File: config.mk
export PLATFORM = sky130hd
export DESIGN_NAME = idr_post
export DESIGN_NICKNAME = d
export VERILOG_FILES = /design/src/rtl/idr_pkg.sv /design/src/rtl/idr_post.sv
export SDC_FILE = /design/constraint.sdc
export NUM_CORES = 1
export LEC_CHECK = 0
export BUFFER_PORTS_ARGS = -buffer_cell sky130_fd_sc_hd__buf_2
export CAP_MARGIN = 20
export CORE_ASPECT_RATIO = 0.5
export CORE_MARGIN = 2
export CORE_UTILIZATION = 25
export CTS_CLUSTER_DIAMETER = 50
export DETAILED_ROUTE_END_ITERATION = 7
export GPL_TIMING_DRIVEN = 0
export PLACE_DENSITY_LB_ADDON = 0.08
export SYNTH_ARGS = -nofsm -noshare
export SYNTH_HDL_FRONTEND = slang
export SYNTH_SLANG_ARGS = --single-unit
export TNS_END_PERCENT = 1
File: constraint.sdc
create_clock -name clk -period 12.5 [get_ports clk]
set_input_delay 3.75 -clock clk [delete_from_list [all_inputs] [get_ports clk]]
set_output_delay 3.75 -clock clk [all_outputs]
set_load 0.01 [all_outputs]
File: src/rtl/idr_pkg.sv
// Package for the integer divide/remainder unit: operation codes, widths,
// identifier defaults and the structs that travel down the divider chain.
// No dependencies.
`timescale 1ns / 1ps
`default_nettype none

package idr_pkg;

  localparam int unsigned DATA_W    = 32;
  localparam int unsigned DIV_STEPS = DATA_W;
  localparam int unsigned OP_W      = 2;

  // Default identifier space sizes
  localparam int unsigned PHYS_REGS_DEF = 64;
  localparam int unsigned ROB_DEPTH_DEF = 64;
  localparam int unsigned TAG_COUNT_DEF = 256;

  // Operation codes
  localparam logic [OP_W-1:0] OP_DIV  = 2'd0;
  localparam logic [OP_W-1:0] OP_DIVU = 2'd1;
  localparam logic [OP_W-1:0] OP_REM  = 2'd2;
  localparam logic [OP_W-1:0] OP_REMU = 2'd3;

  // Result fix-up flags carried alongside the arithmetic
  typedef struct packed {
    logic is_rem;
    logic neg_q;
    logic neg_r;
  } idr_flags_t;

  localparam int unsigned FLAGS_W = $bits(idr_flags_t);

  // Working state of one divider step: partial remainder, dividend bits
  // shifting out at the top while quotient bits shift in at the bottom.
  typedef struct packed {
    logic [DATA_W-1:0] rem;
    logic [DATA_W-1:0] dq;
    logic [DATA_W-1:0] divisor;
  } idr_data_t;

endpackage : idr_pkg

`default_nettype wire

File: src/rtl/idr_post.sv
// Result stage: picks quotient or remainder and applies the sign fix-up.
// Uses idr_pkg.
`timescale 1ns / 1ps
`default_nettype none

module idr_post
  import idr_pkg::*;
#(
  parameter int unsigned ID_W = 20
) (
  input  wire logic                    clk,
  input  wire logic                    rst_n,
  input  wire logic                    in_valid,
  input  wire idr_data_t               in_data,
  input  wire logic [FLAGS_W+ID_W-1:0] in_sb,
  output logic                         out_valid,
  output logic [DATA_W-1:0]            out_result,
  output logic [ID_W-1:0]              out_ids
);

  logic              valid_r;
  logic [DATA_W-1:0] result_r, result_nxt;
  logic [ID_W-1:0]   ids_r;

  idr_flags_t        flags;
  logic [DATA_W-1:0] mag;
  logic              negate;

  always_comb begin
    flags      = in_sb[FLAGS_W+ID_W-1:ID_W];
    mag        = flags.is_rem ? in_data.rem : in_data.dq;
    negate     = flags.is_rem ? flags.neg_r : flags.neg_q;
    result_nxt = negate ? (~mag + 1'b1) : mag;
  end

  always_ff @(posedge clk) begin
    if (!rst_n) begin
      valid_r <= 1'b0;
    end else begin
      valid_r <= in_valid;
    end
  end

  always_ff @(posedge clk) begin
    result_r <= result_nxt;
    ids_r    <= in_sb[ID_W-1:0];
  end

  assign out_valid  = valid_r;
  assign out_result = result_r;
  assign out_ids    = ids_r;

endmodule : idr_post

`default_nettype wire

* Word level (Yosys, flattened, before mapping)
Index checks and enable logic that the tools add are counted.
** Operators by class
- Bitwise operators :: 1
- Add/subtract/negate cells :: 1
- Mux-type cells :: 3
** Operators by type and width (count)
- two-way mux 32 bit :: 2
- adder 32 x 1 -> 32 bit, second input constant :: 1
- inverter 32 bit :: 1
- two-way mux 1 bit :: 1
** Storage, ports and cells
- Word-level logic and storage cells :: 8
- Input bits :: 122
- Output and inout port bits :: 53
- Register bits after elaboration :: 53

* Depth between registers and ports, before layout
- Depth in word-level cells :: 4
- Depth in mapped cells :: 11
- Gate-level depth less buffers :: 7

* Worst setup path after synthesis
Ideal clock, no wire load.
- Path type :: in2reg
- From :: in in_sb[22]
- To :: reg result_r[30] (netlist: out_result[30])
- Setup slack :: 5.709 ns
- Buffers on the path :: 4
- Data required time :: 12.377 ns
- Arrival :: 6.668 ns
- Stages on the path :: 11
- Cells stage by stage :: buf_6 -> clkbuf_1 -> clkbuf_1 -> buf_1 -> mux2i_1 -> ha_1 -> nor4bb_1 -> o21ai_0 -> nor4_1 -> a41oi_1 -> xnor2_1
** Between the ends
- Word-level cells in the longest chain between the ends :: 4
- Elaborated cells between the ends (all ways) :: 5
- Classes of those cells :: add/sub: 1; mux: 3; bitwise: 1
** Ends and longest elaborated chain
- start: declaration :: line idr_post.sv:15 : input wire logic [FLAGS_W+ID_W-1:0] in_sb,
- two-way mux 32 bit :: line idr_post.sv:31 : mag = flags.is_rem ? in_data.rem : in_data.dq;
- inverter 32 bit :: line idr_post.sv:33 : result_nxt = negate ? (~mag + 1'b1) : mag;
- adder 32 x 1 -> 32 bit :: line idr_post.sv:33
- two-way mux 32 bit (*) :: line idr_post.sv:33
- via result_nxt[30] :: line idr_post.sv:22 : logic [DATA_W-1:0] result_r, result_nxt;
- end signal: assignment :: line idr_post.sv:45 : result_r <= result_nxt;
- end: declaration :: line idr_post.sv:22
The timed path passes the listed nets; every way through them passes the cells marked *.
A chain may end at the register's enable or synchronous reset.

* Worst setup path in the final report
- From :: in in_sb[22]
- To :: reg result_r[28] (netlist: out_result[28])
Same word-level chain as after synthesis.

==> summary.md <==
In this run the deepest clock path goes through 2 buffers. The growth of design area from synthesis to finish is 41.6%, and the aggregate global-route resource usage is 15.1%. The DRC violation total after the first TritonRoute iteration was 64.

Number of maximum-capacitance violations: 0. Leaving out fill and tap cells, the most frequent cells in the layout are 143 x sky130_fd_sc_hd__buf_2, 53 x sky130_fd_sc_hd__dfxtp_1, 26 x sky130_fd_sc_hd__mux2i_1. The tools report the global-route wire length before repair as 12.3 mm. In the routed design, unresolved DRC markers number 0. The flow ran to the end, and the final reports show no timing, DRC or antenna violations.

The logs give 10800 sq um for the overall die area and 4 for the number of detailed-route iterations in the first pass. Routability-driven placement finished with a final weighted congestion of 0.805. The worst path needs 7850 ps of the cycle, external delays included. Clock tree synthesis selected as its root buffer the cell sky130_fd_sc_hd__clkbuf_16. Dividing the detail-routed via count by the number of cells gives 4.61. The run gives 5 as the number of buffers inserted during clock tree synthesis. The sort of element at the start of the critical path was a primary input.

The share of flip-flops with an asynchronous set or reset after synthesis was 0%; the average detailed-routed wire length per instance was 15.5 microns. The tools report the I/O pin count as 175. The number of gates resized after CTS was 0.

For this run, the register share of the synthesized area comes to 42.8%. The average instance in the mapped netlist occupies 9.76 sq um. The clock net in this run drives a total of 53 sinks. The arrival time at the worst endpoint is 8020 ps, and the worst slack at placement is 4420 ps. The tools report the final hold violation count as 0. For the count of vias placed by the detailed router, the log shows 2487. TritonCTS built the clock tree. For the pin with the worst max-slew slack, the measured transition is 1040 ps. In this run the worst setup path terminates at out_result[28]$_DFF_P_. The library cell used most frequently in the layout, excluding fill and tap cells, is sky130_fd_sc_hd__buf_2. Setup repair after global routing left no endpoint under its margin. Setup TNS after final layout: 0 ps.

Measured along the y axis, the die boundary spans 74.4 microns. Worst setup path startpoint: in_sb[22]. The net count of the mapped netlist is 377, and the timing-limited maximum frequency is 127 MHz.

Once detail routing completed, the nets flagged for antenna violations numbered 0. Detailed placement ended at an HPWL of 6.55 mm. For this design, the CTS-stage hold fixing added 0 buffers. In this run the worst hold path is classified as primary input to register.

The initial antenna violation count is 0, and the fraction of final layout cells with drive strength greater than 1 is 39.0%. Along the worst path, the maximum fanout reaches 10. Setup violations remaining at the end of the flow were counted as 0.

The clock-pin slew reported for the worst setup and hold paths after clock tree synthesis is 70 ps, and the standard-cell row count is 25. The initial utilization of the core area, before any placement, comes to 26.0%. At the worst endpoint, the required time is 12680 ps. The cell count after synthesis came out at 254.

The logs give 2480 sq um for the netlist area before placement and 0 for the count of pins over their slew limit. The worst-case setup margin in the final layout was 4650 ps; the number of antenna cells inserted was 0. The synthesized design contains 53 register bits. The ratio of total power to cell area is 123 nW/um^2. Wires add up to 8.37 mm.

Counting flops with a built-in enable in the synthesized netlist gives 0. Yosys printed 0 warnings. For the maximum level of the CTS H-tree, the log shows 2.

The critical path is of the primary input to register type. The logs give 36.8% for the final core area utilization and 2447 for the number of global-route vias before repair. The normalized max-slew margin came out at 29.0%. The final layout contains 527 nets. Summed over all cells, the static leakage comes to 1.62 nW. STA classifies the critical path endpoint as a register. Primary flip-flop cell chosen by synthesis mapping: sky130_fd_sc_hd__dfxtp_1. IR analysis of the VDD net gives a maximum drop of 0.0000453 V.

Of the available clock period, the critical path in the final layout requires 62.8%. The count of unique library cells instantiated by Yosys is 46, and the maximum number of pins on one net before global-route repair is 18. During placement, the flow inserted port buffers numbering 142. Remaining global-route overflow: 0. After floorplanning, the core was sized to cover 9540 sq um.

Buffers added to address setup during post-CTS repair amount to 0. The die is 145 microns wide.
per-stage QoR:
| step | instances | total power [W] | hold WS [ps] | area (sq um) |
|---|---|---|---|---|
| 2_1_floorplan | 254 | 0.000247 | 3780 | 2480 |
| 3_3_place_gp | 531 | 0.000296 | 3850 | 3360 |
| 3_5_place_dp | 532 | 0.000296 | 3850 | 3360 |
| 4_1_cts | 540 | 0.000437 | 3550 | 3510 |
| 5_1_grt | 540 | 0.000454 | 3540 | 3510 |
| 6_report | 540 | 0.000430 | 3560 | 3510 |
synth_stat cells (2+ instances only):
| master | number | share of area [%] |
|---|---|---|
| sky130_fd_sc_hd__o21ai_0 | 10 | 2.0 |
| sky130_fd_sc_hd__clkbuf_1 | 8 | 1.2 |
| sky130_fd_sc_hd__o2bb2ai_1 | 2 | 0.71 |
| sky130_fd_sc_hd__xor2_1 | 9 | 3.2 |
| sky130_fd_sc_hd__nor3_1 | 15 | 3.0 |
| sky130_fd_sc_hd__mux2i_1 | 26 | 10 |
| sky130_fd_sc_hd__dfxtp_1 | 53 | 43 |
| sky130_fd_sc_hd__nor2_1 | 17 | 2.6 |
| sky130_fd_sc_hd__nor4_1 | 3 | 0.76 |
| sky130_fd_sc_hd__buf_1 | 2 | 0.30 |
| sky130_fd_sc_hd__nand2b_1 | 6 | 1.5 |
| sky130_fd_sc_hd__nand2_1 | 6 | 0.91 |
| sky130_fd_sc_hd__a31oi_1 | 2 | 0.50 |
| sky130_fd_sc_hd__or3b_1 | 2 | 0.71 |
| sky130_fd_sc_hd__inv_1 | 2 | 0.30 |
| sky130_fd_sc_hd__and2_1 | 2 | 0.50 |
| sky130_fd_sc_hd__a21oi_1 | 15 | 3.0 |
| sky130_fd_sc_hd__o32ai_1 | 6 | 2.1 |
| sky130_fd_sc_hd__o22a_1 | 2 | 0.71 |
| sky130_fd_sc_hd__nor3b_1 | 10 | 3.0 |
| sky130_fd_sc_hd__nor4b_1 | 2 | 0.71 |
| sky130_fd_sc_hd__or3_1 | 2 | 0.50 |
| sky130_fd_sc_hd__xnor2_1 | 22 | 7.8 |
| sky130_fd_sc_hd__o41ai_1 | 2 | 0.71 |
| sky130_fd_sc_hd__o31ai_1 | 4 | 1.2 |
| sky130_fd_sc_hd__o22ai_1 | 2 | 0.50 |
| sky130_fd_sc_hd__mux2_2 | 2 | 0.91 |
| sky130_fd_sc_hd__or4_1 | 2 | 0.61 |
routing by layer:
metal | share of wire (%) | wire (microns) | track usage [%]
met1 | 49 | 4070 | 19.7
met5 | 0 | 0 | 0
met2 | 44 | 3680 | 25.3
met4 | 0.63 | 53 | 3.45
met3 | 6.7 | 563 | 4.06
cells by family (layout without fill, tap and decap cells):
| logic type | after synthesis | after routing | synth area share [%] |
|---|---|---|---|
| AND/OR/NAND/NOR | 75 | 75 | 17.9 |
| AO/OA/AOI/OAI | 53 | 53 | 14.2 |
| flip-flops | 53 | 53 | 42.8 |
| XOR/XNOR | 31 | 31 | 10.9 |
| multiplexers | 28 | 28 | 11.4 |
| buffers and inverters | 13 | 164 | 2.27 |
| adder cells (fa/ha/maj) | 1 | 1 | 0.504 |
sequential cells by signal, indices dropped and copies added (netlist names):
register,flops
out_result,32
out_ids,20
out_valid,1
area by class of cell:
cell class / count / area (sq um)
repair buffers: 143 / 716
flip-flops and latches: 53 / 1060
multi-input cells: 188 / 1360
well taps: 135 / 169
clock buffers: 5 / 125
fillers: 1051 / 6030
clock inverters: 3 / 21.3
plain buffers: 11 / 48.8
inverters: 2 / 7.51
worst min-delay path by stage:
stage / from / endpoint / slack, ps / cells after the start
2_1_floorplan: in_sb[0] / out_ids[0]$_DFF_P_ / 3780 / 0
3_3_place_gp: in_sb[3] / out_ids[3]$_DFF_P_ / 3850 / 1
3_5_place_dp: in_sb[2] / out_ids[2]$_DFF_P_ / 3850 / 1
4_1_cts: in_sb[6] / out_ids[6]$_DFF_P_ / 3550 / 1
5_1_grt: in_sb[11] / out_ids[11]$_DFF_P_ / 3540 / 1
6_report: in_sb[14] / out_ids[14]$_DFF_P_ / 3560 / 1
critical path, stage by stage:
cell                       delay (ps)
sky130_fd_sc_hd__buf_2            130
sky130_fd_sc_hd__buf_6            140
sky130_fd_sc_hd__clkbuf_1         440
sky130_fd_sc_hd__clkbuf_1         560
sky130_fd_sc_hd__buf_1            710
sky130_fd_sc_hd__mux2i_1          300
sky130_fd_sc_hd__ha_1             260
sky130_fd_sc_hd__nor4bb_1         370
sky130_fd_sc_hd__o21ai_0          170
sky130_fd_sc_hd__nor4_1           590
sky130_fd_sc_hd__buf_2            290
sky130_fd_sc_hd__a31oi_1          110
sky130_fd_sc_hd__xnor2_1          180
power breakdown:
part	total [W]	internal, W	switching, W
Combinational	0.0000989	0.0000450	0.0000539
Sequential	0.000193	0.000189	0.00000421
Clock	0.000139	0.0000747	0.0000640
Total	0.000430	0.000308	0.000122
Note: power is estimated with default switching activity, not from simulation.
