[config.mk]
export PLATFORM = sky130hd
export DESIGN_NAME = idr_cell
export DESIGN_NICKNAME = d
export VERILOG_FILES = /design/src/rtl/idr_pkg.sv /design/src/rtl/idr_cell.sv
export SDC_FILE = /design/constraint.sdc
export NUM_CORES = 1
export LEC_CHECK = 0
export BUFFER_PORTS_ARGS = -buffer_cell sky130_fd_sc_hd__buf_2
export CAP_MARGIN = 40
export CORE_AREA = 2 2 107 109
export CTS_CLUSTER_DIAMETER = 100
export DETAILED_ROUTE_END_ITERATION = 7
export DIE_AREA = 0 0 109 111
export PLACE_DENSITY_LB_ADDON = 0.1
export SLEW_MARGIN = 20
export SYNTH_ARGS = -nofsm -noshare
export SYNTH_HDL_FRONTEND = slang
export SYNTH_SLANG_ARGS = --single-unit
export TNS_END_PERCENT = 30
[constraint.sdc]
create_clock -name clk -period 3.4 [get_ports clk]
set_input_delay 0.68 -clock clk [delete_from_list [all_inputs] [get_ports clk]]
set_output_delay 0.68 -clock clk [all_outputs]
set_load 0.02 [all_outputs]
[src/rtl/idr_pkg.sv]
// Package for the integer divide/remainder unit: operation codes, widths,
// identifier defaults and the structs that travel down the divider chain.
// No dependencies.
`timescale 1ns / 1ps
`default_nettype none

package idr_pkg;

  localparam int unsigned DATA_W    = 32;
  localparam int unsigned DIV_STEPS = DATA_W;
  localparam int unsigned OP_W      = 2;

  // Default identifier space sizes
  localparam int unsigned PHYS_REGS_DEF = 64;
  localparam int unsigned ROB_DEPTH_DEF = 64;
  localparam int unsigned TAG_COUNT_DEF = 256;

  // Operation codes
  localparam logic [OP_W-1:0] OP_DIV  = 2'd0;
  localparam logic [OP_W-1:0] OP_DIVU = 2'd1;
  localparam logic [OP_W-1:0] OP_REM  = 2'd2;
  localparam logic [OP_W-1:0] OP_REMU = 2'd3;

  // Result fix-up flags carried alongside the arithmetic
  typedef struct packed {
    logic is_rem;
    logic neg_q;
    logic neg_r;
  } idr_flags_t;

  localparam int unsigned FLAGS_W = $bits(idr_flags_t);

  // Working state of one divider step: partial remainder, dividend bits
  // shifting out at the top while quotient bits shift in at the bottom.
  typedef struct packed {
    logic [DATA_W-1:0] rem;
    logic [DATA_W-1:0] dq;
    logic [DATA_W-1:0] divisor;
  } idr_data_t;

endpackage : idr_pkg

`default_nettype wire

[src/rtl/idr_cell.sv]
// One cell of the divider chain: a single restoring step producing one
// quotient bit, with the sideband shifted along. Uses idr_pkg.
`timescale 1ns / 1ps
`default_nettype none

module idr_cell
  import idr_pkg::*;
#(
  parameter int unsigned SB_W = 23
) (
  input  wire logic            clk,
  input  wire logic            rst_n,
  input  wire logic            in_valid,
  input  wire idr_data_t       in_data,
  input  wire logic [SB_W-1:0] in_sb,
  output logic                 out_valid,
  output idr_data_t            out_data,
  output logic [SB_W-1:0]      out_sb
);

  logic              valid_r;
  idr_data_t         data_r, data_nxt;
  logic [SB_W-1:0]   sb_r;

  logic [DATA_W:0]   shifted;
  logic [DATA_W+1:0] diff;
  logic              borrow;

  always_comb begin
    shifted = {in_data.rem, in_data.dq[DATA_W-1]};
    diff    = {1'b0, shifted} - {2'b00, in_data.divisor};
    borrow  = diff[DATA_W+1];

    data_nxt.rem     = borrow ? shifted[DATA_W-1:0] : diff[DATA_W-1:0];
    data_nxt.dq      = {in_data.dq[DATA_W-2:0], ~borrow};
    data_nxt.divisor = in_data.divisor;
  end

  always_ff @(posedge clk) begin
    if (!rst_n) begin
      valid_r <= 1'b0;
    end else begin
      valid_r <= in_valid;
    end
  end

  always_ff @(posedge clk) begin
    data_r <= data_nxt;
    sb_r   <= in_sb;
  end

  assign out_valid = valid_r;
  assign out_data  = data_r;
  assign out_sb    = sb_r;

endmodule : idr_cell

`default_nettype wire

; ---- After elaboration in Yosys (flattened, before gate mapping)
; Cells that the tools add are included.
[word_totals]
reg_bits = 120
in_bits = 122
elab_cells = 8
[op_classes]
add_sub_neg = 1
n_mux = 1
n_bitwise = 1
[op_table]
columns = operator, count
row1 = subtractor 33 x 32 -> 34 bit, 1
row2 = 2-to-1 mux 32 bit, 1
row3 = NOT 1 bit, 1

; ---- Depth between registers and ports, before layout
; Gate-level depths: netlist of the first run.
[logic_depth]
depth_word = 2
ltp_mapped = 12
ltp_nobuf = 12

; ---- Least setup slack after synthesis of the first run
; No wires, ideal clock.
[synth_path]
path_kind = input-to-reg
start = input port in_data[63] in the netlist's numbering
end = register data_r (netlist bit out_data[92])
setup_ps = 121
arrival_ps = 3073
required_time_ps = 3279
setup_slack_ps = 205
path_stages = 12
path_cell_list = inv_1 ha_1 inv_1 fa_1 a211oi_1 o211a_1 o31ai_1 o41a_1 a41oi_1 o21ai_0 a21boi_0 mux2_4
[synth_rtl]
columns = element, line_no
row1 = from (decl), idr_cell.sv:14  ; input wire idr_data_t in_data,
row2 = to (signal assigned), idr_cell.sv:48  ; data_r <= data_nxt;
row3 = to (decl), idr_cell.sv:22  ; idr_data_t data_r, data_nxt;

==> results by group, run 1 <==
Timing
  – Worst relative slew slack: 59.3%
  – RSZ-0062 raised after global routing: false
  – Min Tclk post-route: 3.24 ns
  – Final hold vios: 0
  – Fin crit share: 95.3%
  – Final setup vio count: 0
  – Worst-Margin Slew: 0.605 ns
  – Max Transition Viols Final: 0
  – Top achievable clock speed: 309 MHz

Synth
  – Synth Flop Type: dfxtp_1
  – Largest area contributor in the netlist: dfxtp_1
  – Yosys cell types: 53
  – Post-synthesis sequential area ratio: 49.9%
  – Ys async rst share: 0%
  – #FFs+latches synth: 120
  – YS warnings: 0
  – Mean Syn Cell Area: 10.9 um^2
  – Post-synth top area share: 49.9%
  – Largest cells by area after synthesis: dfxtp_1, ha_1, mux2_4
  – Mapped cell area: 4820 um^2
  – Post-synth EDFFs: 0
  – Cells after Synth: 442
  – Post-Synthesis Net Count: 597

Floorplanning
  – Die ar.: 12100 um^2
  – Top Ports: 242
  – DIE HEIGHT: 111 um
  – Chip width: 109 um
  – Std-Cell Core Area: 11100 um^2
  – Initial core utilization: 43.5%
  – FP Rows: 39

Global route
  – Met3 GRT Util: 7.47%
  – Gr busiest metal: met2
  – Initial antenna violation count: 1
  – Largest net degree at the start of global routing: 18
  – Global-route total usage across every layer: 22.2%
  – Met2 GRT Util: 38.8%
  – Vias in the first global route: 4291
  – Grt ovf: 0
  – First-pass GRT wire length: 20400 um
  – GR Util met1: 23.4%

Placement
  – RePlAce Congestion: 0.874
  – DPL Wire Length: 10700 um
  – Port bufs: 241

Layout
  – Nets@finish: 872
  – Fill cells: 971
  – Share of cells above drive strength 1: 45.2%
  – Final core utilization: 62.7%
  – Area growth syn-to-layout: 44.1%

Worst setup path
  – Crit path DAT: 3.54 ns
  – CP Buf/Inv Count: 4
  – Top Family by Delay on Critical Path: compound AO/OA/AOI/OAI gates
  – Kind of critical path: input pin to flip-flop
  – Worst path required time: 3.70 ns
  – CP max stage cell: fa_1
  – CP Capture Type: flip-flop
  – Critical path fanouts, max: 3
  – Worst-path cell chain: buf_2 > inv_1 > ha_1 > inv_1 > fa_1 > a211oi_1 > o211a_1 > o31ai_1 > buf_4 > a21oi_1 > o21ai_0 > a311oi_1 > nor3_1 > mux2_4
  – Worst path max stage delay: 0.43 ns
  – CP startpoint kind: input pin
  – Most used cell, CP: inv_1

CTS
  – CTS tree: done
  – Clock transition at path regs: 0.06 ns
  – Post-CTS Setup Bufs: 0
  – Post-cts resize count: 0
  – Cts hold-fix bufs: 0
  – Clock buffer depth: 2
  – Clock root buffer: clkbuf_16
  – Clk sinks: 120
  – H-Tree Depth: 4
  – Total CTS buffers: 17

Pwr
  – Pleak: 3.57 nW
  – Overall power: 4.41 mW
  – Peak VDD IR: 0.000402 V
  – PwrDens: 635 nW/um^2

Detailed routing
  – First-pass iteration count of the detailed router: 4
  – WL/cell: 15.3 um
  – DRT iter0 DRCs: 131
  – Routed vias: 4277
  – Detail-routed via count per cell: 4.89
  – Final wirelength: 13300 um
  – Post-route ant nets: 0
  – DRC Markers: 0

Status
  – Run status: finished clean

Worst hold path
  – Hold Path Depth: 1
  – Hold endpoint: out_data[35]
  – HP Class: input pin to flip-flop
  – Hold Crit Start: in_data[34]

Job
  – Max-cap violations: 0
-- worst max path at each step --
stage                startpoint      endpoint  cells past startpoint
floorplan           in_data[63]  out_data[92]                     12
global placement    in_data[63]  out_data[94]                     14
detailed placement  in_data[63]  out_data[94]                     14
CTS                 in_data[63]  out_data[94]                     14
global route        in_data[63]  out_data[94]                     14
finish              in_data[63]  out_data[94]                     14
-- layout by cell type, fill, tap and decap left out, drive strengths merged, types with 2 or more instances in the layout --
cell type / Yosys / routed
xor2: 7 / 7
xnor2: 17 / 17
and4: 2 / 2
and3: 6 / 6
o211ai: 4 / 4
clkbuf: 0 / 19
a41oi: 2 / 2
a21oi: 33 / 33
nor2b: 3 / 3
o21a: 6 / 6
clkinv: 0 / 3
a21boi: 2 / 2
clkinvlp: 0 / 5
dfxtp: 120 / 120
a31oi: 4 / 4
ha: 32 / 32
nand4: 6 / 6
nand2: 23 / 23
o31ai: 5 / 5
mux2: 27 / 27
nor2: 16 / 16
or3: 3 / 3
and2: 2 / 2
bufinv: 0 / 3
o21bai: 4 / 4
nor3: 6 / 6
a211oi: 5 / 5
a21o: 7 / 7
or2: 3 / 3
inv: 41 / 43
nand2b: 4 / 4
mux2i: 6 / 6
buf: 8 / 264
o21ai: 18 / 18
nand3: 5 / 5
-- registers in the layout (all words and copies together), names as in the netlist --
name / cells
out_valid: 1
out_sb: 23
out_data: 96
-- stage by stage --
step           instance area (um^2)  setup TNS [ns]  hold slack (ns)  worst slack, ns  instances
3_3_place_gp                   6320          -0.349            0.783          -0.0949        841
5_1_grt                        6940               0            0.342           0.0408        874
4_1_cts                        6940               0            0.352            0.264        873
2_1_floorplan                  4820               0            0.708            0.205        442
3_5_place_dp                   6320          -0.544            0.784           -0.157        841
6_report                       6940               0            0.367            0.160        874
-- cell type report --
cell class | count | area [um^2] | area share [%]
Antenna cell | 1 | 2.50 | 0.0360
Multi-Input combinational cell | 273 | 2180 | 31.4
Timing Repair Buffer | 264 | 1400 | 20.2
Clock inverter | 13 | 168 | 2.42
Clock buffer | 19 | 453 | 6.52
Tap cell | 143 | 179 | 2.58
Inverter | 41 | 154 | 2.22
Sequential cell | 120 | 2400 | 34.6
-- Yosys cell counts (all sizes together), types with 2 or more instances --
library cell and instances:
dfxtp 120, inv 41, a21oi 33, ha 32
mux2 27, nand2 23, o21ai 18, xnor2 17
nor2 16, buf 8, a21o 7, xor2 7
and3 6, mux2i 6, nand4 6, nor3 6
o21a 6, a211oi 5, nand3 5, o31ai 5
a31oi 4, nand2b 4, o211ai 4, o21bai 4
nor2b 3, or2 3, or3 3, a21boi 2
a41oi 2, and2 2, and4 2
-- layer usage --
layer / share of wire (%) / vias up
met1: 39 / 1952
met5: 0 / -
met2: 50 / 179
met3: 7.6 / 35
met4: 3.4 / 0
li1: - / 2111
-- kinds of logic after synthesis --
group,count (synthesis),share of synthesized area (%)
DFF,120,49.9
AOI/OAI and AO/OA,102,14.2
and+or+nand+nor,81,8.42
buffers and inverters,49,4.86
muxes,33,9.51
adders and majority gates,33,8.73
xor gates and xnor gates,24,4.36
-- report_power, final --
| part | internal, mW | switching, mW | total, mW |
|---|---|---|---|
| combinational | 0.437 | 0.544 | 0.981 |
| clock | 1.19 | 0.652 | 1.85 |
| sequential | 1.55 | 0.0336 | 1.58 |
Note: power is estimated with default switching activity, not from simulation.
==> run 2, diff against run 1 <==
Settings changed: ABC_AREA set to 1, CORE_AREA 2 2 107 109 to 5 5 118 120, DIE_AREA 0 0 109 111 to 0 0 123 125.
==> results by group, run 2 <==
Worst setup path
  – Crit path DAT: 2.76 ns
  – Kind of critical path: input pin to flip-flop
  – Critical path fanouts, max: 34
  – CP Capture Type: flip-flop
  – CP startpoint kind: input pin
  – Worst path required time: 3.70 ns

Global route
  – First-pass GRT wire length: 25900 um
  – Global-route total usage across every layer: 21.5%
  – Largest net degree at the start of global routing: 35
  – Vias in the first global route: 5197
  – Grt ovf: 0
  – Initial antenna violation count: 0

Status
  – Run status: finished clean

Timing
  – Worst relative slew slack: 64.3%
  – Worst-Margin Slew: 0.535 ns
  – RSZ-0062 raised after global routing: false
  – Final hold vios: 0
  – Worst Setup Slack, final: 0.936 ns
  – Setup tns final: 0 ns
  – Min Tclk post-route: 2.46 ns
  – Final setup vio count: 0
  – Top achievable clock speed: 406 MHz
  – Fin crit share: 72.5%
  – Max Transition Viols Final: 0

Synth
  – #FFs+latches synth: 120
  – Synth Flop Type: dfxtp_1
  – Mean Syn Cell Area: 7.29 um^2
  – Post-Synthesis Net Count: 916
  – Post-synth top cells: nand2_1, inv_1, dfxtp_1
  – YS warnings: 0
  – Largest cells by area after synthesis: dfxtp_1, nand2_1, inv_1
  – Largest area contributor in the netlist: dfxtp_1
  – Mapped cell area: 5550 um^2
  – Post-synth EDFFs: 0
  – Post-synth top area share: 43.3%
  – Cell with the most instances after synthesis: nand2_1
  – Post-synthesis sequential area ratio: 43.3%
  – Yosys cell types: 30
  – Cells after Synth: 761
  – Ys async rst share: 0%

Placement
  – RePlAce Congestion: 0.934
  – DPL Wire Length: 13500 um
  – Post-DP Area: 6910 um^2
  – Placed insts: 1170
  – Port bufs: 241
  – Pre-CTS WS: 0.452 ns

CTS
  – Clock root buffer: clkbuf_16
  – CTS tree: done
  – Post-cts resize count: 0
  – Clock buffer depth: 2
  – Clock transition at path regs: 0.05 ns
  – Clk sinks: 120
  – Post-CTS Setup Bufs: 0
  – H-Tree Depth: 4
  – Total CTS buffers: 17
  – Cts hold-fix bufs: 0

Pwr
  – PwrDens: 558 nW/um^2
  – Peak VDD IR: 0.000329 V
  – Overall power: 4.16 mW
  – Pleak: 4.36 nW

Floorplanning
  – Chip width: 123 um
  – Top Ports: 242
  – FP Rows: 42
  – Die ar.: 15400 um^2
  – DIE HEIGHT: 125 um
  – Std-Cell Core Area: 12900 um^2
  – Initial core utilization: 43.1%

Detailed routing
  – Detail-routed via count per cell: 4.43
  – Routed vias: 5316
  – Final wirelength: 16700 um
  – WL/cell: 13.9 um
  – DRC Markers: 0
  – First-pass iteration count of the detailed router: 5
  – Post-route ant nets: 0
  – DRT iter0 DRCs: 266

Layout
  – Max reg flops: 96
  – # diodes: 0
  – Share of cells above drive strength 1: 29.6%
  – Final instance area: 7460 um^2
  – Most frequent cells in the layout: nand2_1, buf_2, inv_1, dfxtp_1, nand3_1
  – Area growth syn-to-layout: 34.5%
  – Final non-filler cell total: 1201
  – Nets@finish: 1168
  – Most common cell after layout, fill and taps aside: nand2_1

Job
  – Max-cap violations: 0

Worst hold path
  – HP Class: input pin to flip-flop
==> run 2: kinds of logic (layout without fill, tap and decap cells) <==
logic type | Yosys count | after routing | synth area share (%)
buffers and inverters | 155 | 419 | 11.2
AO/OA/AOI/OAI | 23 | 23 | 2.28
XOR/XNOR | 15 | 15 | 2.37
AND/OR/NAND/NOR | 415 | 415 | 33.2
flip-flops | 120 | 120 | 43.3
adder cells (fa/ha/maj) | 33 | 33 | 7.58
==> run 2: stage by stage <==
stage | util (%) | hold slack (ns)
floorplan | - | 0.708
global placement | 53.6 | 0.782
detailed placement | 53.6 | 0.784
CTS | 57.9 | 0.347
global route | 57.9 | 0.346
finish | 57.9 | 0.366
==> run 2: path summary, 6_finish.rpt <==
kind	startpoint	endpoint	slack (ns)	cells after the start
min	in_sb[0]	out_sb[0]	0.37	1
max	in_data[23]	out_data[81]	0.94	13
==> run 2: worst max-delay path: stages <==
cell and delay [ns]:
buf_2 0.09, inv_1 0.04, ha_1 0.36, nand2_1 0.17, inv_1 0.05, nand2_1 0.06, nand2_1 0.08, a21oi_2 0.17
nor2_1 0.09, nor2_4 0.42, nand2_8 0.31, nand3_1 0.17, nand2_1 0.06
==> run 2: area by class of cell <==
type	count	area, um^2
fill	1317	5420
multi-input combinational	486	2520
sequential	120	2400
timing repair buffer	242	1210
inverter	146	548
clock buffer	17	425
tap	176	220
clock inverter	14	128
==> run 2: report_power, final <==
part	internal, mW	switching (mW)	total [mW]
Sequential	1.54	0.0290	1.57
Combinational	0.321	0.611	0.932
Clock	1.00	0.658	1.66
Total	2.86	1.30	4.16
==> run 2: routing by layer <==
metal / share of wire (%) / global-route usage [%]
met1: 43 / 26.4
met2: 48 / 37.0
met3: 7.7 / 5.42
met4: 1.3 / 6.51
met5: 0 / 0
