--- config.mk ---
export PLATFORM = sky130hd
export DESIGN_NAME = idr_pre
export DESIGN_NICKNAME = d
export VERILOG_FILES = /design/src/rtl/idr_pkg.sv /design/src/rtl/idr_pre.sv
export SDC_FILE = /design/constraint.sdc
export NUM_CORES = 1
export LEC_CHECK = 0
export BUFFER_PORTS_ARGS = -buffer_cell sky130_fd_sc_hd__buf_2
export CAP_MARGIN = 0
export CORE_ASPECT_RATIO = 2
export CORE_UTILIZATION = 40
export CTS_CLUSTER_SIZE = 40
export DETAILED_ROUTE_END_ITERATION = 16
export PLACE_DENSITY = 0.75
export SYNTH_ARGS = -nofsm -noshare
export SYNTH_HDL_FRONTEND = slang
export SYNTH_SLANG_ARGS = --single-unit
--- constraint.sdc ---
create_clock -name clk -period 2.95 [get_ports clk]
set_clock_uncertainty 0.15 [all_clocks]
set_input_delay 0.4425 -clock clk [delete_from_list [all_inputs] [get_ports clk]]
set_output_delay 0.4425 -clock clk [all_outputs]
set_load 0.01 [all_outputs]
--- src/rtl/idr_pkg.sv ---
// Package for the integer divide/remainder unit: operation codes, widths,
// identifier defaults and the structs that travel down the divider chain.
// No dependencies.
`timescale 1ns / 1ps
`default_nettype none

package idr_pkg;

  localparam int unsigned DATA_W    = 32;
  localparam int unsigned DIV_STEPS = DATA_W;
  localparam int unsigned OP_W      = 2;

  // Default identifier space sizes
  localparam int unsigned PHYS_REGS_DEF = 64;
  localparam int unsigned ROB_DEPTH_DEF = 64;
  localparam int unsigned TAG_COUNT_DEF = 256;

  // Operation codes
  localparam logic [OP_W-1:0] OP_DIV  = 2'd0;
  localparam logic [OP_W-1:0] OP_DIVU = 2'd1;
  localparam logic [OP_W-1:0] OP_REM  = 2'd2;
  localparam logic [OP_W-1:0] OP_REMU = 2'd3;

  // Result fix-up flags carried alongside the arithmetic
  typedef struct packed {
    logic is_rem;
    logic neg_q;
    logic neg_r;
  } idr_flags_t;

  localparam int unsigned FLAGS_W = $bits(idr_flags_t);

  // Working state of one divider step: partial remainder, dividend bits
  // shifting out at the top while quotient bits shift in at the bottom.
  typedef struct packed {
    logic [DATA_W-1:0] rem;
    logic [DATA_W-1:0] dq;
    logic [DATA_W-1:0] divisor;
  } idr_data_t;

endpackage : idr_pkg

`default_nettype wire

--- src/rtl/idr_pre.sv ---
// Operand conditioning stage: decodes the operation, takes magnitudes of
// signed operands and records the sign fix-up. Uses idr_pkg.
`timescale 1ns / 1ps
`default_nettype none

module idr_pre
  import idr_pkg::*;
#(
  parameter int unsigned ID_W = 20
) (
  input  wire logic              clk,
  input  wire logic              rst_n,
  input  wire logic              in_valid,
  input  wire logic [OP_W-1:0]   in_op,
  input  wire logic [DATA_W-1:0] in_dividend,
  input  wire logic [DATA_W-1:0] in_divisor,
  input  wire logic [ID_W-1:0]   in_ids,
  output logic                   out_valid,
  output idr_data_t              out_data,
  output logic [FLAGS_W+ID_W-1:0] out_sb
);

  logic                    valid_r;
  idr_data_t               data_r,  data_nxt;
  idr_flags_t              flags_r, flags_nxt;
  logic [ID_W-1:0]         ids_r;

  logic is_signed;
  logic neg_a;
  logic neg_b;
  logic div_zero;

  always_comb begin
    is_signed = (in_op == OP_DIV) || (in_op == OP_REM);
    neg_a     = is_signed && in_dividend[DATA_W-1];
    neg_b     = is_signed && in_divisor[DATA_W-1];
    div_zero  = (in_divisor == '0);

    data_nxt.rem     = '0;
    data_nxt.dq      = neg_a ? (~in_dividend + 1'b1) : in_dividend;
    data_nxt.divisor = neg_b ? (~in_divisor + 1'b1) : in_divisor;

    flags_nxt.is_rem = (in_op == OP_REM) || (in_op == OP_REMU);
    // a zero divisor leaves the all-ones quotient unsigned-looking
    flags_nxt.neg_q  = (neg_a ^ neg_b) && !div_zero;
    flags_nxt.neg_r  = neg_a;
  end

  always_ff @(posedge clk) begin
    if (!rst_n) begin
      valid_r <= 1'b0;
    end else begin
      valid_r <= in_valid;
    end
  end

  always_ff @(posedge clk) begin
    data_r  <= data_nxt;
    flags_r <= flags_nxt;
    ids_r   <= in_ids;
  end

  assign out_valid = valid_r;
  assign out_data  = data_r;
  assign out_sb    = {flags_r, ids_r};

endmodule : idr_pre

`default_nettype wire

### After elaboration in Yosys (flattened, before gate mapping)

Cells that the tools add are included.

| storage, ports and cells | value |
|---|---|
| output and inout port bits | 120 |
| input bits | 89 |
| logic and storage cells | 24 |
| register bits after elaboration | 88 |

| cells by class | value |
|---|---|
| muxes and demuxes | 2 |
| reductions and logical operators | 8 |
| add/sub/neg operators | 2 |
| bitwise operators | 3 |
| equality and inequality tests | 2 |

Operators with widths:

| cell | count |
|---|---|
| 32-bit by 1-bit adder with 32-bit output, second input constant | 2 |
| 32-bit 2-to-1 mux | 2 |
| 32-bit inverter | 2 |
| 32-bit logical NOT | 1 |
| 2-bit == test, second input constant | 2 |
| 1-bit logical AND | 3 |
| 2-bit logical NOT | 1 |
| 1-bit logical OR | 2 |
| 1-bit logical NOT | 1 |
| 1-bit bitwise XOR | 1 |

### Depth between registers and ports, before layout

Gate-level depths: netlist (run 1).

| depth | value |
|---|---|
| depth in word-level cells | 5 |
| depth in mapped cells | 7 |
| depth with buffers taken out | 7 |

### Least setup slack after synthesis (run 1)

Ideal clock, no wire load.

| timing path | value |
|---|---|
| path type | input port to flip-flop |
| from | input in_divisor[24] |
| to | register flags_r, in the netlist out_sb[21] |
| buffers on the path | 0 |
| data arrival time | 1924 ps |
| data required time | 2672 ps |
| stages | 5 |
| setup time | 128 ps |
| path slack | 748 ps |
| cell sequence | or3_4 -> or4_4 -> or3_1 -> o311ai_1 -> a21oi_1 |

RTL lines:

| item | line | text |
|---|---|---|
| from (decl) | idr_pre.sv:16 | `input wire logic [DATA_W-1:0] in_divisor,` |
| to (signal assigned) | idr_pre.sv:59 | `flags_r <= flags_nxt;` |
| to (decl) | idr_pre.sv:25 | `idr_flags_t flags_r, flags_nxt;` |

==> impl_metrics.json, run 1 <==
{
  "drive_gt1_frac": 0.398,
  "rows": 47,
  "die_w_um": 67.3,
  "tightest_slew_ns": 0.620,
  "powerDensity_nw_per_um2": 639,
  "clk_pin_slew_worst_paths_ns": 0.06,
  "internal_power_mw": 2.23,
  "endpoint": "out_sb[21]$_DFF_P_",
  "async_flop_share": 0,
  "setup_viol": 0,
  "synth_edf_count": 0,
  "worstPathRequired_ns": 3.01,
  "io_buffers": 176,
  "first_iter_violations": 137,
  "core_sq_um": 8290,
  "synthTopCellsByArea": "dfxtp_1 52%, xnor2_1 8.2%, buf_4 7.1%",
  "p_leak_nw": 2.23,
  "peakVddDrop_uv": 316,
  "drt-pass1-iter-count": 4,
  "relSlewSlack": 0.586,
  "path_cells": "buf_2 > or4_4 > nor3_4 > nand4_1 > o311ai_1 > a21oi_1",
  "clkSinkCount": 88,
  "clk_path_buf_depth": 2,
  "synth-seq-cells": 88,
  "ys_warn_count": 0,
  "areaGrowthSynthToFinish_pct": 36.0,
  "fin_cells": 618,
  "fmax_ghz": 0.465,
  "ys_top_cells_by_count": "88 x dfxtp_1, 32 x buf_4, 32 x xnor2_1, 26 x xor2_1, 21 x nor2_1",
  "cpMaxStageDelayCell": "or4_4",
  "regArea_sq_um": 1760,
  "antenna_found_initial": 0,
  "yosysTopAreaCellShare": 0.517,
  "period_needed_ns": 2.15,
  "maxCapViolations": 0,
  "hpwl_mm": 6.93,
  "start_util": 0.411,
  "p_switching_mw": 0.731,
  "synth_area_per_cell_sq_um": 10.3,
  "status": "complete, no violations",
  "grt_max_degree": 22,
  "rsz0062_at_grt": "false",
  "dp.cells": 602,
  "crit_path_end_kind": "flip-flop",
  "nets": 606,
  "gr-total-overflow": 0,
  "grt_pass1_wl_mm": 13.1,
  "drc": 0,
  "cp_max_fo": 10,
  "diodes": 0,
  "cts_hold_buffers": 0,
  "globalplace.congestion": 0.813,
  "htreeDepth": 3,
  "via_count": 2961,
  "cts_buffers": 9,
  "ys_seq_area_frac": 0.517,
  "yosysTopAreaCell": "dfxtp_1",
  "synth_most_common_cell": "dfxtp_1",
  "hold_path_class": "input pin to flip-flop",
  "slew_viol_final": 0,
  "multiInputGateArea_sq_um": 1460,
  "netlist_instances": 330,
  "hold_viol_final": 0,
  "cts_tree": "yes",
  "comb_power_share": 0.142,
  "die_area_sq_um": 8910,
  "clock_power_share": 0.412,
  "synth_ff_type": "dfxtp_1",
  "cp-start-kind": "input pin",
  "cpPeakStageDelay_ns": 0.57,
  "ctsResizeCount": 0,
  "startpoint": "in_divisor[6]",
  "ios": 209,
  "drt-vias-per-instance": 4.79,
  "synth.distinct_cells": 41,
  "route.detailed.wl_per_inst_um": 13.7,
  "synthesis.area_sq_um": 3410,
  "fillCellCount": 725,
  "fp.dieH_um": 133,
  "switching_share": 0.247,
  "arrival_ns": 2.21,
  "root_buffer": "clkbuf_16",
  "antenna_left": 0,
  "post-route-period-util": 0.729,
  "totalWireLength_mm": 8.48,
  "track_usage": 0.196,
  "grt_pass1_vias": 2897,
  "critPathKind": "input pin to flip-flop",
  "tns_ns": 0,
  "pwr-share-seq": 0.446,
  "cts_setup_buffers": 0
}
cell usage in the layout (no fill, tap or decap), drive strengths merged:
cell type	count
nand3	5
clkbuf	9
o31ai	8
inv	13
a31oi	6
nand3b	1
clkinvlp	1
o41ai	6
and2	3
clkinv	1
and4b	1
nand4	2
or3	3
o41a	1
nand2	8
conb	32
nor2	21
nor4	8
buf	182
or2b	1
o21ai	15
xor2	26
nor3b	3
nand2b	4
o31a	1
nor3	9
dfxtp	88
bufinv	2
o311ai	1
and4bb	1
or4	4
xnor2	32
and3	4
a21oi	15
ha	2
nor2b	1
worst min-delay path by stage:
| stage | from | to | depth (start not counted) |
|---|---|---|---|
| 2_1_floorplan | in_ids[0] | ids_r[0]$_DFF_P_ | 0 |
| 3_3_place_gp | in_ids[10] | ids_r[10]$_DFF_P_ | 1 |
| 3_5_place_dp | in_ids[15] | ids_r[15]$_DFF_P_ | 1 |
| 4_1_cts | in_ids[4] | ids_r[4]$_DFF_P_ | 1 |
| 5_1_grt | in_ids[4] | ids_r[4]$_DFF_P_ | 1 |
| 6_report | in_ids[10] | ids_r[10]$_DFF_P_ | 1 |
routing by layer:
metal	share of wire	vias up	global-route usage
met5	0	-	0
met4	0.034	0	0.108
met3	0.076	22	0.0457
met2	0.56	163	0.372
met1	0.33	1341	0.176
li1	-	1435	-
power groups by stage:
stage	Clock (mW)	Sequential, mW	Combinational, mW
finish	1.22	1.32	0.420
global route	1.30	1.33	0.461
CTS	1.25	1.32	0.422
detailed placement	0	1.35	0.421
global placement	0	1.35	0.412
floorplan	0	1.41	0.166
logic make-up (layout without fill, tap and decap cells):
kind of cell	after synthesis	count (layout)	synth area share
other cells	1	32	0.00110
compound gates	53	53	0.102
xor+xnor	58	58	0.149
fa+ha+maj	2	2	0.00734
flops	88	88	0.517
simple gates	79	79	0.134
buf+inv	49	208	0.0892
cell type report:
cell class | count | area share
sequential | 88 | 0.380
multi-input combinational | 224 | 0.315
timing repair buffer | 182 | 0.200
clock buffer | 9 | 0.0486
tap | 98 | 0.0265
clock inverter | 7 | 0.0221
inverter | 10 | 0.00810
stage by stage:
| stage | instance area [sq um] | hold WS (ns) | power, mW | util | setup slack (ns) |
|---|---|---|---|---|---|
| after global routing | 4630 | 0.0412 | 3.09 | 0.559 | 0.620 |
| after CTS | 4630 | 0.0447 | 2.99 | 0.559 | 0.805 |
| after global placement | 4310 | 0.395 | 1.76 | 0.519 | 0.486 |
| after detailed placement | 4310 | 0.396 | 1.77 | 0.519 | 0.454 |
| final | 4630 | 0.0544 | 2.96 | 0.559 | 0.799 |
| after floorplan | 3520 | 0.320 | 1.57 | - | 0.748 |
flip-flops by register name, indices dropped and copies added, names as in the netlist:
register and count:
out_valid 1, ids_r 20, out_sb 3, out_data 64
critical path, delay by kind of cell:
kind	cells	cell delay, ns
compound gates	2	0.44
buf+inv	1	0.11
simple gates	3	1.22
(Power assumes the default switching activity.)
==> run 2: changes to the inputs <==
Settings changed: ABC_AREA set to 1, PLACE_DENSITY 0.75 to 0.72.
Clock period 2.95 ns to 2.1 ns, I/O delays scaled along.
==> impl_metrics.json, run 2 <==
{
  "status": "complete, no violations",
  "synth-seq-cells": 88,
  "globalplace.congestion": 0.971,
  "start_util": 0.412,
  "nets": 843,
  "synth_area_per_cell_sq_um": 7.34,
  "rsz0062_at_grt": "true",
  "netlist_instances": 548,
  "async_flop_share": 0,
  "grt_pass1_vias": 4027,
  "post-route-period-util": 0.954,
  "cp_max_fo": 3,
  "pwr-share-seq": 0.436,
  "die_w_um": 72.9,
  "largest_reg_flops": 64,
  "maxCapViolations": 0,
  "comb_power_share": 0.177,
  "drc": 0,
  "clock_power_share": 0.387,
  "antenna_left": 0,
  "track_usage": 0.241,
  "htreeDepth": 3,
  "ios": 209,
  "yosysTopAreaCellShare": 0.438,
  "layout_common_cells": "176 x buf_2, 151 x nand2_1, 90 x nor2_1",
  "grt_max_degree": 24,
  "synth.distinct_cells": 28,
  "p_switching_mw": 1.15,
  "fp.dieH_um": 144,
  "cp-start-kind": "input pin",
  "rows": 51,
  "cts_buffers": 9,
  "p_leak_nw": 2.81,
  "antenna_found_initial": 0,
  "powerDensity_nw_per_um2": 782,
  "synth_ff_type": "dfxtp_1",
  "drive_gt1_frac": 0.292,
  "setup_viol": 0,
  "switching_share": 0.269,
  "clk_path_buf_depth": 2,
  "final_common_cell": "buf_2",
  "clkSinkCount": 88,
  "worstHoldStart": "rst_n",
  "clk_pin_slew_worst_paths_ns": 0.06,
  "hold_path_class": "input pin to flip-flop",
  "ys_top_cells_by_count": "151 x nand2_1, 91 x nor2_1, 88 x dfxtp_1, 45 x inv_1, 40 x nand3_1",
  "internal_power_mw": 3.13,
  "synth_compound_area_frac": 0.0370,
  "totalWireLength_mm": 12.5,
  "grt_pass1_wl_mm": 18.4,
  "via_count": 4076,
  "synth_top_family_by_area": "simple AND/OR/NAND/NOR gates",
  "gr-total-overflow": 0,
  "route.detailed.wl_per_inst_um": 14.0,
  "areaGrowthSynthToFinish_pct": 36.0,
  "ys_warn_count": 0,
  "first_iter_violations": 163,
  "worst_slack_ns": 0.0970,
  "startpoint": "in_dividend[0]",
  "p_total_mw": 4.28,
  "synth_most_common_cell": "nand2_1",
  "place_ws_ns": 0.229,
  "yosys.area_share.simple": 0.323,
  "synthTopCellsByArea": "dfxtp_1 44%, nand2_1 14%, nor2_1 8.5%",
  "cts_tree": "yes",
  "drt-pass1-iter-count": 4,
  "diodes": 0,
  "worstPathRequired_ns": 2.17,
  "tns_ns": 0,
  "die_area_sq_um": 10500,
  "drt-vias-per-instance": 4.58,
  "yosysTopAreaCell": "dfxtp_1",
  "root_buffer": "clkbuf_16",
  "ys_seq_area_frac": 0.438,
  "critPathKind": "input pin to flip-flop",
  "synthesis.area_sq_um": 4020,
  "period_needed_ns": 2.00,
  "hold_viol_final": 0,
  "crit_path_end_kind": "flip-flop",
  "synthXorXnorAreaFrac": 0.0763,
  "core_sq_um": 9760,
  "slew_viol_final": 0,
  "synth-adder-area-share": 0.00622,
  "hpwl_mm": 10.2,
  "endpoint": "out_data[60]$_DFF_P_",
  "synth_edf_count": 0,
  "arrival_ns": 2.07,
  "fmax_ghz": 0.499,
  "peakVddDrop_uv": 420,
  "io_buffers": 176,
  "muxShareOfSynthArea": 0,
  "cts_setup_buffers": 0
}
[run 2: changes by cell type after synthesis, moves of 5 or more]
cell / previous run / this run
nor4_1: 8 / 0
nor3_1: 8 / 3
inv_2: 0 / 5
inv_1: 10 / 45
nor2_1: 21 / 91
o31ai_1: 7 / 0
a31oi_1: 6 / 0
a21oi_1: 15 / 3
nand2_1: 8 / 151
nor2_2: 0 / 9
xnor2_1: 32 / 13
nand3_1: 5 / 40
[run 2: cells by family (layout without fill, tap and decap cells)]
| logic type | Yosys count | count (layout) |
|---|---|---|
| buffers and inverters | 89 | 267 |
| other | 1 | 32 |
| flip-flops | 88 | 88 |
| AND/OR/NAND/NOR | 309 | 309 |
| adder cells (fa/ha/maj) | 2 | 2 |
| XOR/XNOR | 35 | 35 |
| AO/OA/AOI/OAI | 24 | 24 |
[run 2: through the flow]
step | instance area, sq um | std cells | hold WS [ns] | util
after detailed placement | 4900 | 849 | 0.269 | 0.502
final | 5470 | 889 | 0.00907 | 0.560
after CTS | 5460 | 889 | 0.000659 | 0.559
after global routing | 5470 | 889 | 0.00446 | 0.560
after floorplan | 4140 | 579 | 0.193 | -
after global placement | 4900 | 849 | 0.267 | 0.502
[run 2: how the worst min path moves through the flow]
stage / cells after the start / end
after floorplan: 0 / ids_r[0]$_DFF_P_
after global placement: 1 / ids_r[17]$_DFF_P_
after detailed placement: 1 / ids_r[16]$_DFF_P_
after CTS: 3 / out_valid$_SDFF_PN0_
after global routing: 3 / out_valid$_SDFF_PN0_
final: 3 / out_valid$_SDFF_PN0_
[run 2: critical path, stage by stage]
cell and delay [ns]:
dlygate4sd3_1 0.56, buf_2 0.14, inv_1 0.07, ha_1 0.19
nand3_1 0.15, nor2_4 0.18, nor2_1 0.08, nor2_2 0.18
nand2_1 0.07, nand2_1 0.06, nand2_1 0.06
[run 2: repair_timing]
item,4_1_cts,5_1_grt
gates resized for setup,0,3
hold endpoints to repair,24,0
setup endpoints to repair,0,9
hold buffers,24,0
[run 2: layer usage]
metal  global-route usage  vias to the layer above  share of wire
li1                     -                     2033              -
met5                    0                        -              0
met3               0.0435                       52          0.060
met1                0.194                     1798           0.31
met4                0.198                        0          0.079
met2                0.476                      193           0.55
[run 2: layout make-up]
cell class                 instances  area (sq um)
inverter                          50           188
timing repair buffer             201          1130
tap                              132           165
fill                             947          4290
sequential                        88          1760
clock buffer                      11           253
multi-input combinational        402          1910
clock inverter                     5          62.6
[run 2: power groups by stage]
stage          Clock [mW]  Combinational, mW  Sequential, mW
2_1_floorplan           0              0.341            1.98
3_3_place_gp            0              0.711            1.90
3_5_place_dp            0              0.720            1.90
4_1_cts              1.70              0.759            1.87
5_1_grt              1.77              0.836            1.88
6_report             1.66              0.758            1.86
